[src/rtl/fltri_pkg.sv]
// shared types, constants and byte codes for the face line triangulator
`timescale 1ns / 1ps

package fltri_pkg;

  localparam int INDEX_BITS    = 24;
  localparam int MATERIAL_BITS = 16;
  localparam int ACC_W         = INDEX_BITS + 1;
  localparam int QUEUE_DEPTH   = 2;

  localparam logic [ACC_W-1:0] ACC_MAX = ACC_W'(1) << INDEX_BITS;

  localparam logic [7:0] CH_ZERO  = 8'h30;
  localparam logic [7:0] CH_NINE  = 8'h39;
  localparam logic [7:0] CH_PLUS  = 8'h2b;
  localparam logic [7:0] CH_MINUS = 8'h2d;
  localparam logic [7:0] CH_SLASH = 8'h2f;
  localparam logic [7:0] CH_SPACE = 8'h20;
  localparam logic [7:0] CH_TAB   = 8'h09;
  localparam logic [7:0] CH_NL    = 8'h0a;
  localparam logic [7:0] CH_VT    = 8'h0b;
  localparam logic [7:0] CH_FF    = 8'h0c;
  localparam logic [7:0] CH_CR    = 8'h0d;

  localparam logic [1:0] FS_POS = 2'd0;
  localparam logic [1:0] FS_TEX = 2'd1;
  localparam logic [1:0] FS_NRM = 2'd2;

  typedef struct packed {
    logic [7:0]               char_in;
    logic [INDEX_BITS-1:0]    vertex_count;
    logic [INDEX_BITS-1:0]    texcoord_count;
    logic [INDEX_BITS-1:0]    normal_count;
    logic [MATERIAL_BITS-1:0] material_in;
  } in_item_t;

  typedef struct packed {
    logic [INDEX_BITS-1:0]    c0_pos;
    logic [INDEX_BITS-1:0]    c0_tex;
    logic [INDEX_BITS-1:0]    c0_nrm;
    logic [INDEX_BITS-1:0]    c1_pos;
    logic [INDEX_BITS-1:0]    c1_tex;
    logic [INDEX_BITS-1:0]    c1_nrm;
    logic [INDEX_BITS-1:0]    c2_pos;
    logic [INDEX_BITS-1:0]    c2_tex;
    logic [INDEX_BITS-1:0]    c2_nrm;
    logic [MATERIAL_BITS-1:0] tri_material;
  } out_item_t;

  // signed reference: sign plus magnitude
  typedef struct packed {
    logic             neg;
    logic [ACC_W-1:0] mag;
  } sref_t;

  // one finished corner and/or end of line, handed from parser to assembler
  typedef struct packed {
    logic                     corner;
    logic                     clear;
    sref_t                    pos_ref;
    sref_t                    tex_ref;
    sref_t                    nrm_ref;
    logic [INDEX_BITS-1:0]    vertex_count;
    logic [INDEX_BITS-1:0]    texcoord_count;
    logic [INDEX_BITS-1:0]    normal_count;
    logic [MATERIAL_BITS-1:0] material;
  } evt_t;

  typedef struct packed {
    logic [INDEX_BITS-1:0] pos;
    logic [INDEX_BITS-1:0] tex;
    logic [INDEX_BITS-1:0] nrm;
  } corner_t;

endpackage

[src/rtl/fltri_front.sv]
// byte parser: classifies bytes, accumulates numbers, emits corner events
`timescale 1ns / 1ps

module fltri_front (
  input  logic              clk,
  input  logic              rst_n,
  input  logic              in_valid,
  output logic              in_ready,
  input  fltri_pkg::in_item_t in_data,
  input  logic              q_full,
  output logic              q_push,
  output fltri_pkg::evt_t   q_evt
);
  import fltri_pkg::*;

  typedef enum logic [2:0] {
    CLS_DIGIT,
    CLS_SIGN,
    CLS_SLASH,
    CLS_SPACE,
    CLS_NL,
    CLS_OTHER
  } bclass_t;

  logic [ACC_W-1:0] acc_r, acc_nxt;
  logic             neg_r, neg_nxt;
  logic [1:0]       fs_r, fs_nxt;
  logic             token_r, token_nxt;
  sref_t            pos_r, pos_nxt;
  sref_t            tex_r, tex_nxt;
  sref_t            nrm_r, nrm_nxt;

  bclass_t          cls;
  logic             accept;
  logic [ACC_W+3:0] prod;
  sref_t            cur_ref;
  sref_t            pos_c, tex_c, nrm_c;
  logic             corner_end;

  assign in_ready = !q_full;
  assign accept   = in_valid && in_ready;

  always_comb begin
    unique case (in_data.char_in) inside
      [CH_ZERO:CH_NINE]:                        cls = CLS_DIGIT;
      CH_PLUS, CH_MINUS:                        cls = CLS_SIGN;
      CH_SLASH:                                 cls = CLS_SLASH;
      CH_SPACE, CH_TAB, CH_VT, CH_FF, CH_CR:    cls = CLS_SPACE;
      CH_NL:                                    cls = CLS_NL;
      default:                                  cls = CLS_OTHER;
    endcase
  end

  // acc * 10 + digit, saturating at 2^INDEX_BITS
  assign prod = {acc_r, 3'b000} + {2'b00, acc_r, 1'b0}
              + (ACC_W+4)'(in_data.char_in - CH_ZERO);

  // current field folded into the held references
  always_comb begin
    cur_ref.neg = neg_r;
    cur_ref.mag = acc_r;
    pos_c = pos_r;
    tex_c = tex_r;
    nrm_c = nrm_r;
    if (fs_r == FS_POS) begin
      pos_c = cur_ref;
    end else if (fs_r == FS_TEX) begin
      if (acc_r != '0) tex_c = cur_ref;
    end else begin
      if (acc_r != '0) nrm_c = cur_ref;
    end
  end

  assign corner_end = token_r && (cls == CLS_SPACE || cls == CLS_NL);

  always_comb begin
    acc_nxt   = acc_r;
    neg_nxt   = neg_r;
    fs_nxt    = fs_r;
    token_nxt = token_r;
    pos_nxt   = pos_r;
    tex_nxt   = tex_r;
    nrm_nxt   = nrm_r;
    unique case (cls)
      CLS_DIGIT: begin
        acc_nxt   = (prod > (ACC_W+4)'(ACC_MAX)) ? ACC_MAX : prod[ACC_W-1:0];
        token_nxt = 1'b1;
      end
      CLS_SIGN: begin
        neg_nxt   = (in_data.char_in == CH_MINUS);
        token_nxt = 1'b1;
      end
      CLS_SLASH: begin
        pos_nxt   = pos_c;
        tex_nxt   = tex_c;
        nrm_nxt   = nrm_c;
        acc_nxt   = '0;
        neg_nxt   = 1'b0;
        if (fs_r != FS_NRM) fs_nxt = fs_r + 2'd1;
        token_nxt = 1'b1;
      end
      CLS_SPACE: begin
        if (token_r) begin
          pos_nxt   = '0;
          tex_nxt   = tex_c;
          nrm_nxt   = nrm_c;
          acc_nxt   = '0;
          neg_nxt   = 1'b0;
          fs_nxt    = FS_POS;
          token_nxt = 1'b0;
        end
      end
      CLS_NL: begin
        pos_nxt   = '0;
        tex_nxt   = '0;
        nrm_nxt   = '0;
        acc_nxt   = '0;
        neg_nxt   = 1'b0;
        fs_nxt    = FS_POS;
        token_nxt = 1'b0;
      end
      default: begin
      end
    endcase
  end

  assign q_push = accept && (corner_end || cls == CLS_NL);

  always_comb begin
    q_evt.corner         = corner_end;
    q_evt.clear          = (cls == CLS_NL);
    q_evt.pos_ref        = pos_c;
    q_evt.tex_ref        = tex_c;
    q_evt.nrm_ref        = nrm_c;
    q_evt.vertex_count   = in_data.vertex_count;
    q_evt.texcoord_count = in_data.texcoord_count;
    q_evt.normal_count   = in_data.normal_count;
    q_evt.material       = in_data.material_in;
  end

  always_ff @(posedge clk) begin
    if (!rst_n) begin
      acc_r   <= '0;
      neg_r   <= 1'b0;
      fs_r    <= FS_POS;
      token_r <= 1'b0;
      pos_r   <= '0;
      tex_r   <= '0;
      nrm_r   <= '0;
    end else if (accept) begin
      acc_r   <= acc_nxt;
      neg_r   <= neg_nxt;
      fs_r    <= fs_nxt;
      token_r <= token_nxt;
      pos_r   <= pos_nxt;
      tex_r   <= tex_nxt;
      nrm_r   <= nrm_nxt;
    end
  end

endmodule

[src/rtl/fltri_queue.sv]
// small register queue of corner events between parser and assembler
`timescale 1ns / 1ps

module fltri_queue #(
  parameter int DEPTH = fltri_pkg::QUEUE_DEPTH
) (
  input  logic            clk,
  input  logic            rst_n,
  input  logic            push,
  input  fltri_pkg::evt_t push_data,
  output logic            full,
  input  logic            pop,
  output logic            head_valid,
  output fltri_pkg::evt_t head_data
);
  import fltri_pkg::*;

  localparam int PTR_W = (DEPTH > 1) ? $clog2(DEPTH) : 1;
  localparam int CNT_W = $clog2(DEPTH + 1);
  localparam logic [PTR_W-1:0] LAST = PTR_W'(DEPTH - 1);

  evt_t             slot_r [DEPTH];
  logic [PTR_W-1:0] wr_r, wr_nxt;
  logic [PTR_W-1:0] rd_r, rd_nxt;
  logic [CNT_W-1:0] cnt_r, cnt_nxt;
  logic             do_push, do_pop;

  assign full       = (cnt_r == CNT_W'(DEPTH));
  assign head_valid = (cnt_r != '0);
  assign head_data  = slot_r[rd_r];
  assign do_push    = push && !full;
  assign do_pop     = pop && head_valid;

  always_comb begin
    wr_nxt  = do_push ? ((wr_r == LAST) ? '0 : wr_r + PTR_W'(1)) : wr_r;
    rd_nxt  = do_pop  ? ((rd_r == LAST) ? '0 : rd_r + PTR_W'(1)) : rd_r;
    cnt_nxt = cnt_r + CNT_W'(do_push) - CNT_W'(do_pop);
  end

  always_ff @(posedge clk) begin
    if (do_push) slot_r[wr_r] <= push_data;
  end

  always_ff @(posedge clk) begin
    if (!rst_n) begin
      wr_r  <= '0;
      rd_r  <= '0;
      cnt_r <= '0;
    end else begin
      wr_r  <= wr_nxt;
      rd_r  <= rd_nxt;
      cnt_r <= cnt_nxt;
    end
  end

endmodule

[src/rtl/fltri_back.sv]
// corner assembler: resolves references, keeps the fan, drives triangles
`timescale 1ns / 1ps

module fltri_back (
  input  logic                 clk,
  input  logic                 rst_n,
  input  logic                 cfg_valid,
  input  logic                 cfg_data,
  input  logic                 q_valid,
  input  fltri_pkg::evt_t      q_evt,
  output logic                 q_pop,
  output logic                 out_valid,
  input  logic                 out_ready,
  output fltri_pkg::out_item_t out_data
);
  import fltri_pkg::*;

  logic      flip_r;
  logic [1:0] cc_r, cc_nxt;
  corner_t   store_r [3];
  corner_t   store_nxt [3];
  out_item_t out_r, out_nxt;
  logic      out_valid_r;

  logic [1:0] j;
  corner_t   old_c, new_c, mid_c, far_c;
  logic      produces, out_free;

  function automatic logic [INDEX_BITS-1:0] resolve(
    input logic [INDEX_BITS-1:0] slot,
    input sref_t                 r,
    input logic [INDEX_BITS-1:0] count
  );
    logic [ACC_W-1:0] t;
    if (r.mag == '0) begin
      t = {1'b0, slot};
    end else if (r.neg) begin
      t = {1'b0, count} - r.mag;
    end else begin
      t = r.mag - ACC_W'(1);
    end
    return t[INDEX_BITS-1:0];
  endfunction

  assign j     = (cc_r == 2'd3) ? 2'd2 : cc_r;
  assign old_c = store_r[j];

  always_comb begin
    new_c.pos = resolve(old_c.pos, q_evt.pos_ref, q_evt.vertex_count);
    new_c.tex = resolve(old_c.tex, q_evt.tex_ref, q_evt.texcoord_count);
    new_c.nrm = resolve(old_c.nrm, q_evt.nrm_ref, q_evt.normal_count);
  end

  assign produces  = q_evt.corner && (j == 2'd2);
  assign out_free  = !out_valid_r || out_ready;
  assign q_pop     = q_valid && (!produces || out_free);

  // winding flip swaps the second and third corner
  assign mid_c = flip_r ? new_c : store_r[1];
  assign far_c = flip_r ? store_r[1] : new_c;

  always_comb begin
    out_nxt.c0_pos       = store_r[0].pos;
    out_nxt.c0_tex       = store_r[0].tex;
    out_nxt.c0_nrm       = store_r[0].nrm;
    out_nxt.c1_pos       = mid_c.pos;
    out_nxt.c1_tex       = mid_c.tex;
    out_nxt.c1_nrm       = mid_c.nrm;
    out_nxt.c2_pos       = far_c.pos;
    out_nxt.c2_tex       = far_c.tex;
    out_nxt.c2_nrm       = far_c.nrm;
    out_nxt.tri_material = q_evt.material;
  end

  always_comb begin
    cc_nxt = cc_r;
    for (int k = 0; k < 3; k++) store_nxt[k] = store_r[k];
    if (q_evt.corner) begin
      if (j == 2'd2) begin
        store_nxt[1] = new_c;
        store_nxt[2] = new_c;
        cc_nxt       = 2'd2;
      end else begin
        store_nxt[j] = new_c;
        cc_nxt       = j + 2'd1;
      end
    end
    if (q_evt.clear) begin
      cc_nxt = '0;
      for (int k = 0; k < 3; k++) store_nxt[k] = '0;
    end
  end

  always_ff @(posedge clk) begin
    if (q_pop && produces) out_r <= out_nxt;
  end

  always_ff @(posedge clk) begin
    if (!rst_n) begin
      flip_r      <= 1'b0;
      cc_r        <= '0;
      out_valid_r <= 1'b0;
      for (int k = 0; k < 3; k++) store_r[k] <= '0;
    end else begin
      if (cfg_valid) flip_r <= cfg_data;
      if (q_pop) begin
        cc_r <= cc_nxt;
        for (int k = 0; k < 3; k++) store_r[k] <= store_nxt[k];
      end
      if (q_pop && produces) begin
        out_valid_r <= 1'b1;
      end else if (out_ready) begin
        out_valid_r <= 1'b0;
      end
    end
  end

  assign out_valid = out_valid_r;
  assign out_data  = out_r;

endmodule

[src/rtl/face_line_fan_triangulator_unit.sv]
// top level of the face line fan triangulator
`timescale 1ns / 1ps

// Takes one byte of a face line per input beat (in_data.char_in) together
// with the current vertex, texcoord and normal counts and the material.
// Corners are whitespace separated references v, v/t, v//n or v/t/n;
// a newline ends the line. From the third corner on, each finished corner
// sends one fan triangle out as an out beat with nine zero-based indices
// and the material.
// Throughput is one byte per cycle while the event queue is not full. The
// parser pushes the corner event of a triangle's terminating byte into a
// QUEUE_DEPTH-entry queue; the assembler pops it, resolves the three
// references and registers the triangle, which then drives out_valid.
// When the receiver stalls, the output register holds its beat and the
// queue absorbs further corner events; in_ready drops only when the queue
// is full. The cfg channel writes flip_winding (swap of corners one and
// two) and is always ready; write it only while the block is idle.
// Synchronous reset clears the line state, the queue, the output register
// and flip_winding, so in_ready is high once the reset edge has been taken.

module face_line_fan_triangulator_unit #(
  parameter int QDEPTH = fltri_pkg::QUEUE_DEPTH
) (
  input  logic                 clk,
  input  logic                 rst_n,
  input  logic                 in_valid,
  output logic                 in_ready,
  input  fltri_pkg::in_item_t  in_data,
  output logic                 out_valid,
  input  logic                 out_ready,
  output fltri_pkg::out_item_t out_data,
  input  logic                 cfg_valid,
  output logic                 cfg_ready,
  input  logic                 cfg_data
);
  import fltri_pkg::*;

  logic q_full, q_push, q_pop, q_valid;
  evt_t push_evt, head_evt;

  assign cfg_ready = 1'b1;

  fltri_front u_front (
    .clk      (clk),
    .rst_n    (rst_n),
    .in_valid (in_valid),
    .in_ready (in_ready),
    .in_data  (in_data),
    .q_full   (q_full),
    .q_push   (q_push),
    .q_evt    (push_evt)
  );

  fltri_queue #(.DEPTH(QDEPTH)) u_queue (
    .clk        (clk),
    .rst_n      (rst_n),
    .push       (q_push),
    .push_data  (push_evt),
    .full       (q_full),
    .pop        (q_pop),
    .head_valid (q_valid),
    .head_data  (head_evt)
  );

  fltri_back u_back (
    .clk       (clk),
    .rst_n     (rst_n),
    .cfg_valid (cfg_valid && cfg_ready),
    .cfg_data  (cfg_data),
    .q_valid   (q_valid),
    .q_evt     (head_evt),
    .q_pop     (q_pop),
    .out_valid (out_valid),
    .out_ready (out_ready),
    .out_data  (out_data)
  );

endmodule

[config.mk]
export PLATFORM = sky130hd
export DESIGN_NAME = face_line_fan_triangulator_unit
export DESIGN_NICKNAME = d
export VERILOG_FILES = /design/src/rtl/fltri_pkg.sv /design/src/rtl/fltri_front.sv /design/src/rtl/fltri_queue.sv /design/src/rtl/fltri_back.sv /design/src/rtl/face_line_fan_triangulator_unit.sv
export SDC_FILE = /design/constraint.sdc
export NUM_CORES = 2
export LEC_CHECK = 0
export BUFFER_PORTS_ARGS = -buffer_cell sky130_fd_sc_hd__buf_2
export CAP_MARGIN = 15
export CORE_MARGIN = 5
export CORE_UTILIZATION = 30
export DETAILED_ROUTE_END_ITERATION = 7
export HOLD_SLACK_MARGIN = 0.12
export PLACE_DENSITY_LB_ADDON = 0.08
export SLEW_MARGIN = 30
export SYNTH_ARGS = -nofsm -noshare
export SYNTH_HDL_FRONTEND = slang
export SYNTH_HIERARCHICAL = 1
export SYNTH_SLANG_ARGS = --single-unit
[constraint.sdc]
create_clock -name clk -period 22.7 [get_ports clk]
set_input_delay 3.405 -clock clk [delete_from_list [all_inputs] [get_ports clk]]
set_output_delay 3.405 -clock clk [all_outputs]
set_load 0.05 [all_outputs]
Word-level counts from Yosys, hierarchy flattened

Memories as Yosys holds them, arrays and structs flattened. A register that Yosys moved wholly into a read port is not among the register bits.
Index checks and enable logic that the tools add are counted.

Order comparisons: 5
Eq/ne operators: 20
Muxes and demuxes: 57
Reductions and logical operators: 41
Bitwise operators: 4
Add/sub/neg operators: 15

Operator list:

| cell                  | count |
|---|---|
| $mux 72               | 7 |
| $mux 216              | 2 |
| $mux 26               | 10 |
| $pmux 26 s3           | 3 |
| $bwmux 216            | 1 |
| $demux 72 s2          | 1 |
| $mux 144              | 1 |
| $mux 24               | 6 |
| $logic_not 25->1      | 3 |
| $pmux 25 s3           | 1 |
| $sub 24x1->24 const B | 3 |
| $sub 24x24->24        | 3 |
| $mux 25               | 2 |
| $eq 8x4->1 const B    | 5 |
| $eq 8x6->1 const B    | 4 |
| $add 28x26->29        | 1 |
| $add 29x29->29        | 1 |
| $gt 29x25->1 const B  | 1 |
| $reduce_bool 25->1    | 1 |
| $pmux 3 s5            | 1 |
| $mux 1                | 13 |
| $mux 2                | 6 |
| $logic_and 1x1->1     | 10 |
| $reduce_and 3->1      | 3 |
| 32 further kinds      | 53 |

Bits of input ports: 102
Memories kept: 2
Register bits: 347
Output and inout bits: 235
RAM bits: 552

Memory list:

| memory         | depth | bits a word | rd ports | clocked after memory_dff | write ports | RTL line          | text |
|---|---|---|---|---|---|---|---|
| u_queue.slot_r | 2     | 168         | 1        | 1                        | 1           | fltri_queue.sv:22 | `evt_t slot_r [DEPTH];` |
| u_back.store_r | 3     | 72          | 4        | 0                        | 3           | fltri_back.sv:20  | `corner_t store_r [3];` |

Logic depth before layout (Yosys ltp)

Word-level depth: 12
Mapped depth: 17

Cells and area by module

The synthesis kept the hierarchy.

By module, submodules not included:

| module                          | area each (µm²) | cells an instance | sequential area each (µm²) | times used |
|---|---|---|---|---|
| fltri_back                      | 26045.0         | 2537              | 13533.0                    | 1 |
| fltri_queue                     | 12786.0         | 550               | 10189.8                    | 1 |
| fltri_front                     | 7910.1          | 901               | 2142.1                     | 1 |
| face_line_fan_triangulator_unit | 11.3            | 2                 | 0.0                        | 1 |

Least setup slack after synthesis

OpenSTA, ideal clock, no wires.

Path kind: input to register
Start: input port in_data[88] in the netlist's numbering
End: memory u_queue/slot_r[0][0] in the netlist's numbering (enable)
Cell stages on the path: 11
Slack: 10.114 ns
Data arrival time: 11.888 ns
Required time: 22.002 ns
Library setup time: 0.698 ns
Path through: clkbuf_1 > nor4_1 > nand2_1 > o21ai_0 > a21oi_1 > clkbuf_1 > nor2b_1 > nor2_1 > nor2_1 > nand2_1 > nor2_1

Cells in the longest elaborated chain, start to end: 11
Elaborated cells between the ends (all ways): 24

Ends and longest elaborated chain:

| what                                                      | RTL line                              | text |
|---|---|---|
| from (decl)                                               | face_line_fan_triangulator_unit.sv:28 | `input fltri_pkg::in_item_t in_data,` |
| $ge 8x6->1 (no line), or another cell as far along        | -                                     |  |
| $logic_and 1x1->1 (no line), or another cell as far along | -                                     |  |
| $pmux 3 s5 *                                              | fltri_front.sv:44                     | `unique case (in_data.char_in) inside` |
| $eq 3x2->1 or $eq 3x3->1 (tied branches)                  | fltri_front.sv:74                     | `assign corner_end = token_r && (cls == CLS_SPACE \|\| cls == CLS_NL);` |
| $logic_or 1x1->1 *                                        | fltri_front.sv:74                     |  |
| $logic_and 1x1->1 *                                       | fltri_front.sv:74                     |  |
| net u_front.corner_end                                    | fltri_front.sv:38                     | `logic corner_end;` |
| $logic_or 1x1->1 *                                        | fltri_front.sv:127                    | `assign q_push = accept && (corner_end \|\| cls == CLS_NL);` |
| $logic_and 1x1->1 *                                       | fltri_front.sv:127                    |  |
| net q_push                                                | face_line_fan_triangulator_unit.sv:38 | `logic q_full, q_push, q_pop, q_valid;` |
| $logic_and 1x1->1 *                                       | fltri_queue.sv:31                     | `assign do_push = push && !full;` |
| $mux 1 *                                                  | fltri_queue.sv:41                     | `if (do_push) slot_r[wr_r] <= push_data;` |
| $mux 1 (implied by the code) *                            | fltri_queue.sv:41                     |  |
| to (decl)                                                 | fltri_queue.sv:22                     |  |

Mark *: on every way through the listed nets, which the timed path passes. The rest lies on a longest branch.

Worst setup path in the final report

Start: input port in_data[94] in the netlist's numbering
End: register u_front.acc_r[6]

Cells in the longest elaborated chain, start to end: 7
Elaborated cells between the ends (all ways): 28

Ends and longest elaborated chain:

| what                                                   | RTL line           | text |
|---|---|---|
| branches (longest 7 deep; another with $add 29x29->29) | -                  |  |
| to (signal assigned)                                   | fltri_front.sv:151 | `acc_r <= acc_nxt;` |
| to (decl)                                              | fltri_front.sv:25  | `logic [ACC_W-1:0] acc_r, acc_nxt;` |

Several ways; the timed one is not identified.
A chain may end at the register's enable or synchronous reset.

==> flow_results.xml <==
<?xml version="1.0" encoding="UTF-8"?>
<metrics>
  <group name="global_routing">
    <metric name="grt_pass1_vias" unit="">30160</metric>
    <metric name="track_usage" unit="">0.1688</metric>
    <metric name="grt_antenna_before_repair" unit="">15</metric>
    <metric name="leftover_overflow_at_the_end_of_global_routing" unit="">0</metric>
    <metric name="largest_net_degree_at_the_start_of_global_routing" unit="">146</metric>
    <metric name="grt_pass1_wl" unit="um">209200</metric>
  </group>
  <group name="place">
    <metric name="hpwlAfterDp" unit="um">98450</metric>
    <metric name="routabilityCongestion" unit="">0.8163</metric>
    <metric name="dpl_cell_area" unit="sq um">49740</metric>
    <metric name="number_of_port_buffers" unit="">335</metric>
  </group>
  <group name="sta">
    <metric name="max_slew_margin" unit="">0.2813</metric>
    <metric name="setup_viol" unit="">0</metric>
    <metric name="timing.fmax" unit="MHz">136.3</metric>
    <metric name="finalCritPeriodShare" unit="">0.3231</metric>
    <metric name="sum_of_negative_setup_slack" unit="ns">0</metric>
    <metric name="hold_viol_final" unit="">0</metric>
    <metric name="fin_worst_skew" unit="ns">0.04298</metric>
    <metric name="final_period_minus_worst_setup_slack" unit="ns">7.335</metric>
    <metric name="worst_slew_pin_slew" unit="ns">1.072</metric>
    <metric name="final_max_slew_viol_count" unit="">0</metric>
    <metric name="grt_setup_unrepaired" unit="">no</metric>
  </group>
  <group name="final_layout">
    <metric name="design.final.nets" unit="">4403</metric>
    <metric name="layout.cell_area.non_filler" unit="sq um">53130</metric>
    <metric name="layout.filler_cells" unit="">15400</metric>
    <metric name="drive_gt1_frac" unit="">0.2109</metric>
    <metric name="syn_to_final_growth" unit="%">13.64</metric>
    <metric name="most-common-layout-cells" unit="">sky130_fd_sc_hd__edfxtp_1, sky130_fd_sc_hd__buf_2, sky130_fd_sc_hd__nor2_1, sky130_fd_sc_hd__nand2_1, sky130_fd_sc_hd__a21oi_1</metric>
    <metric name="most_common_cell_after_layout_fill_and_taps_aside" unit="">sky130_fd_sc_hd__edfxtp_1</metric>
  </group>
  <group name="drt">
    <metric name="postRouteWirelength" unit="um">142700</metric>
    <metric name="drtAntennaViolNets" unit="">0</metric>
    <metric name="drt-wirelength-per-cell" unit="um">22.66</metric>
    <metric name="routed-via-count" unit="">31400</metric>
    <metric name="vias_per_cell" unit="">4.985</metric>
    <metric name="first_pass_iters" unit="">5</metric>
    <metric name="drtIter0Drc" unit="">2071</metric>
    <metric name="route.detailed.drc" unit="">0</metric>
  </group>
  <group name="floorplan">
    <metric name="std_cell_rows" unit="">144</metric>
    <metric name="die_height" unit="um">404.8</metric>
    <metric name="fp.dieW" unit="um">404.8</metric>
    <metric name="boundaryPins" unit="">337</metric>
    <metric name="die_area" unit="sq um">163800</metric>
    <metric name="core_region_area" unit="sq um">154600</metric>
    <metric name="initial_core_util" unit="">0.3024</metric>
  </group>
  <group name="worst_setup_path">
    <metric name="worstPathRequired" unit="ns">23.29</metric>
    <metric name="endpoint_type_of_the_worst_setup_path" unit="">flop</metric>
    <metric name="timing.critical_path.from_type" unit="">primary input</metric>
    <metric name="critical_path_class" unit="">primary input to flop</metric>
    <metric name="worst-endpoint-arrival" unit="ns">7.93</metric>
    <metric name="critical_path.max_fanout" unit="">20</metric>
  </group>
  <group name="clock_tree">
    <metric name="cts_hold_buffers" unit="">0</metric>
    <metric name="cts-resized-gates" unit="">0</metric>
    <metric name="cts_sinks" unit="">900</metric>
    <metric name="cts_inserted_buffers" unit="">103</metric>
    <metric name="tritoncts" unit="">done</metric>
    <metric name="postCtsSetupRepairBufs" unit="">0</metric>
    <metric name="cts.clk_slew.worst_paths" unit="ns">0.06</metric>
    <metric name="cts_buffer_depth" unit="">3</metric>
    <metric name="clock_tree.htree_level_count" unit="">3</metric>
    <metric name="root_buffer" unit="">sky130_fd_sc_hd__clkbuf_16</metric>
    <metric name="clk-insertion-delay-late" unit="ns">0.71</metric>
  </group>
  <group name="synth">
    <metric name="synthesis.nets" unit="">4230</metric>
    <metric name="synth-warning-count" unit="">6</metric>
    <metric name="syn_inst" unit="">3990</metric>
    <metric name="ys_async_sr_fraction" unit="">0</metric>
    <metric name="postSynth.topFlopCell" unit="">sky130_fd_sc_hd__edfxtp_1</metric>
    <metric name="syn_area_per_cell" unit="sq um">11.72</metric>
    <metric name="synthesis.area" unit="sq um">46750</metric>
    <metric name="ys_ff_latch" unit="">900</metric>
    <metric name="synth_cell_type_count" unit="">109</metric>
    <metric name="number_of_synthesized_flops_with_an_enable_pin" unit="">784</metric>
    <metric name="synth-seq-area-share" unit="">0.5532</metric>
  </group>
  <group name="job">
    <metric name="max_cap_viol_count" unit="">0</metric>
  </group>
  <group name="power">
    <metric name="powerDensity" unit="nW/um^2">67.01</metric>
    <metric name="max_rail_drop_vdd" unit="uV">59.29</metric>
    <metric name="cellLeakagePower" unit="nW">18.83</metric>
  </group>
  <group name="hold_path">
    <metric name="holdCritPathClass" unit="">flop to flop</metric>
  </group>
  <group name="status">
    <metric name="result_of_the_run" unit="">completed</metric>
  </group>
</metrics>
[kinds of logic (layout without fill, tap and decap cells)]
kind of cell,after synthesis,count (layout),synth area share
other,1,7,0.00008021
xor gates and xnor gates,119,119,0.02229
muxes,393,393,0.1001
DFF,900,900,0.5532
adders and majority gates,138,138,0.04127
AOI/OAI and AO/OA,972,972,0.1325
buffers and inverters,431,690,0.04683
and+or+nand+nor,1036,1036,0.1037
[registers in the layout, indices dropped and copies added, names as in the netlist, named ones only]
register / count
u_front/nrm_r: 26
u_front/pos_r: 26
u_queue/cnt_r: 2
u_back/store_r: 216
u_front/acc_r: 25
u_queue/rd_r: 1
u_queue/wr_r: 1
u_back/out_data: 232
u_front/token_r: 1
u_back/cc_r: 2
u_back/flip_r: 1
u_queue/slot_r: 336
u_front/fs_r: 2
u_front/neg_r: 1
u_front/tex_r: 26
u_back/out_valid: 1
[cell type report]
| type | instances | area, sq um | area share |
|---|---|---|---|
| antenna | 6 | 15.01 | 0.0002826 |
| clock buffer | 133 | 2771 | 0.05216 |
| clock inverter | 58 | 539.3 | 0.01015 |
| inverter | 116 | 444.2 | 0.008360 |
| multi-input combinational | 2659 | 18780 | 0.3535 |
| sequential | 900 | 25880 | 0.4871 |
| tap | 2044 | 2557 | 0.04813 |
| timing repair buffer | 383 | 2143 | 0.04034 |
[per-layer routing]
metal | wire, um | global-route usage | up-vias
met5 | 0 | 0 | -
met4 | 2160 | 0.03636 | 0
met3 | 6980 | 0.02482 | 120
met2 | 61450 | 0.2524 | 747
met1 | 72150 | 0.2581 | 15380
li1 | - | - | 15150
[through the flow]
stage               total power, mW  setup WS (ns)    util  hold slack (ns)  cells
floorplan                     1.921          10.11       -           0.4385   3990
global placement              1.951          14.33  0.3215           0.4469   6099
detailed placement            1.952          14.62  0.3218           0.4541   6100
CTS                           3.624          15.39  0.3432           0.4628   6291
global route                  3.704          14.97  0.3436           0.4770   6293
finish                        3.560          15.37  0.3437           0.4617   6299
[synth_stat cells, drive strengths merged, types with 24 or more instances]
cell / count / area (sq um)
xor2: 28 / 245.2
a31oi: 31 / 200.2
nand2b: 24 / 150.1
mux2i: 102 / 1021
nor3: 55 / 275.3
a21oi: 302 / 1519
nand3: 84 / 425.4
o21ai: 209 / 1046
a22oi: 56 / 420.4
a211oi: 110 / 845.8
xnor2: 91 / 797.0
edfxtp: 784 / 23540
inv: 114 / 427.9
fa: 27 / 540.5
a21o: 35 / 264.0
nor2b: 66 / 412.9
a21boi: 36 / 274.0
clkbuf: 157 / 613.1
nor2: 333 / 1250
mux2: 291 / 3660
dfxtp: 116 / 2322
o31ai: 37 / 282.8
buf: 157 / 1131
nand2: 325 / 1230
nor4: 30 / 257.8
ha: 111 / 1389
[worst paths after layout]
check	endpoint	slack (ns)	depth (start not counted)	startpoint
hold reg to reg	u_front/pos_r[22]	0.46	2	u_front/pos_r[22]
setup / recovery	u_front/acc_r[6]	15.37	15	in_data[94]
setup reg to reg	u_back/out_data[84]	16.76	15	flop
hold / removal	u_front/pos_r[22]	0.46	2	u_front/pos_r[22]
[power breakdown]
group	internal [mW]	total, mW	switching (mW)
sequential	1.80	1.82	0.0134
clock	0.951	1.64	0.692
combinational	0.0345	0.0996	0.0651
[critical path: stages]
cell and delay, ns:
sky130_fd_sc_hd__buf_2 0.13, sky130_fd_sc_hd__or2_2 0.33, sky130_fd_sc_hd__nor2_2 0.09, sky130_fd_sc_hd__buf_4 0.31, sky130_fd_sc_hd__fa_1 0.47, sky130_fd_sc_hd__ha_1 0.35
sky130_fd_sc_hd__a21oi_1 0.32, sky130_fd_sc_hd__inv_1 0.10, sky130_fd_sc_hd__o31ai_1 0.42, sky130_fd_sc_hd__o31ai_1 0.19, sky130_fd_sc_hd__a31oi_1 0.29, sky130_fd_sc_hd__o221ai_2 0.17
sky130_fd_sc_hd__nor4_4 0.86, sky130_fd_sc_hd__nand2_4 0.19, sky130_fd_sc_hd__o31ai_1 0.28
No activity file was read; power rests on OpenSTA's default activity.
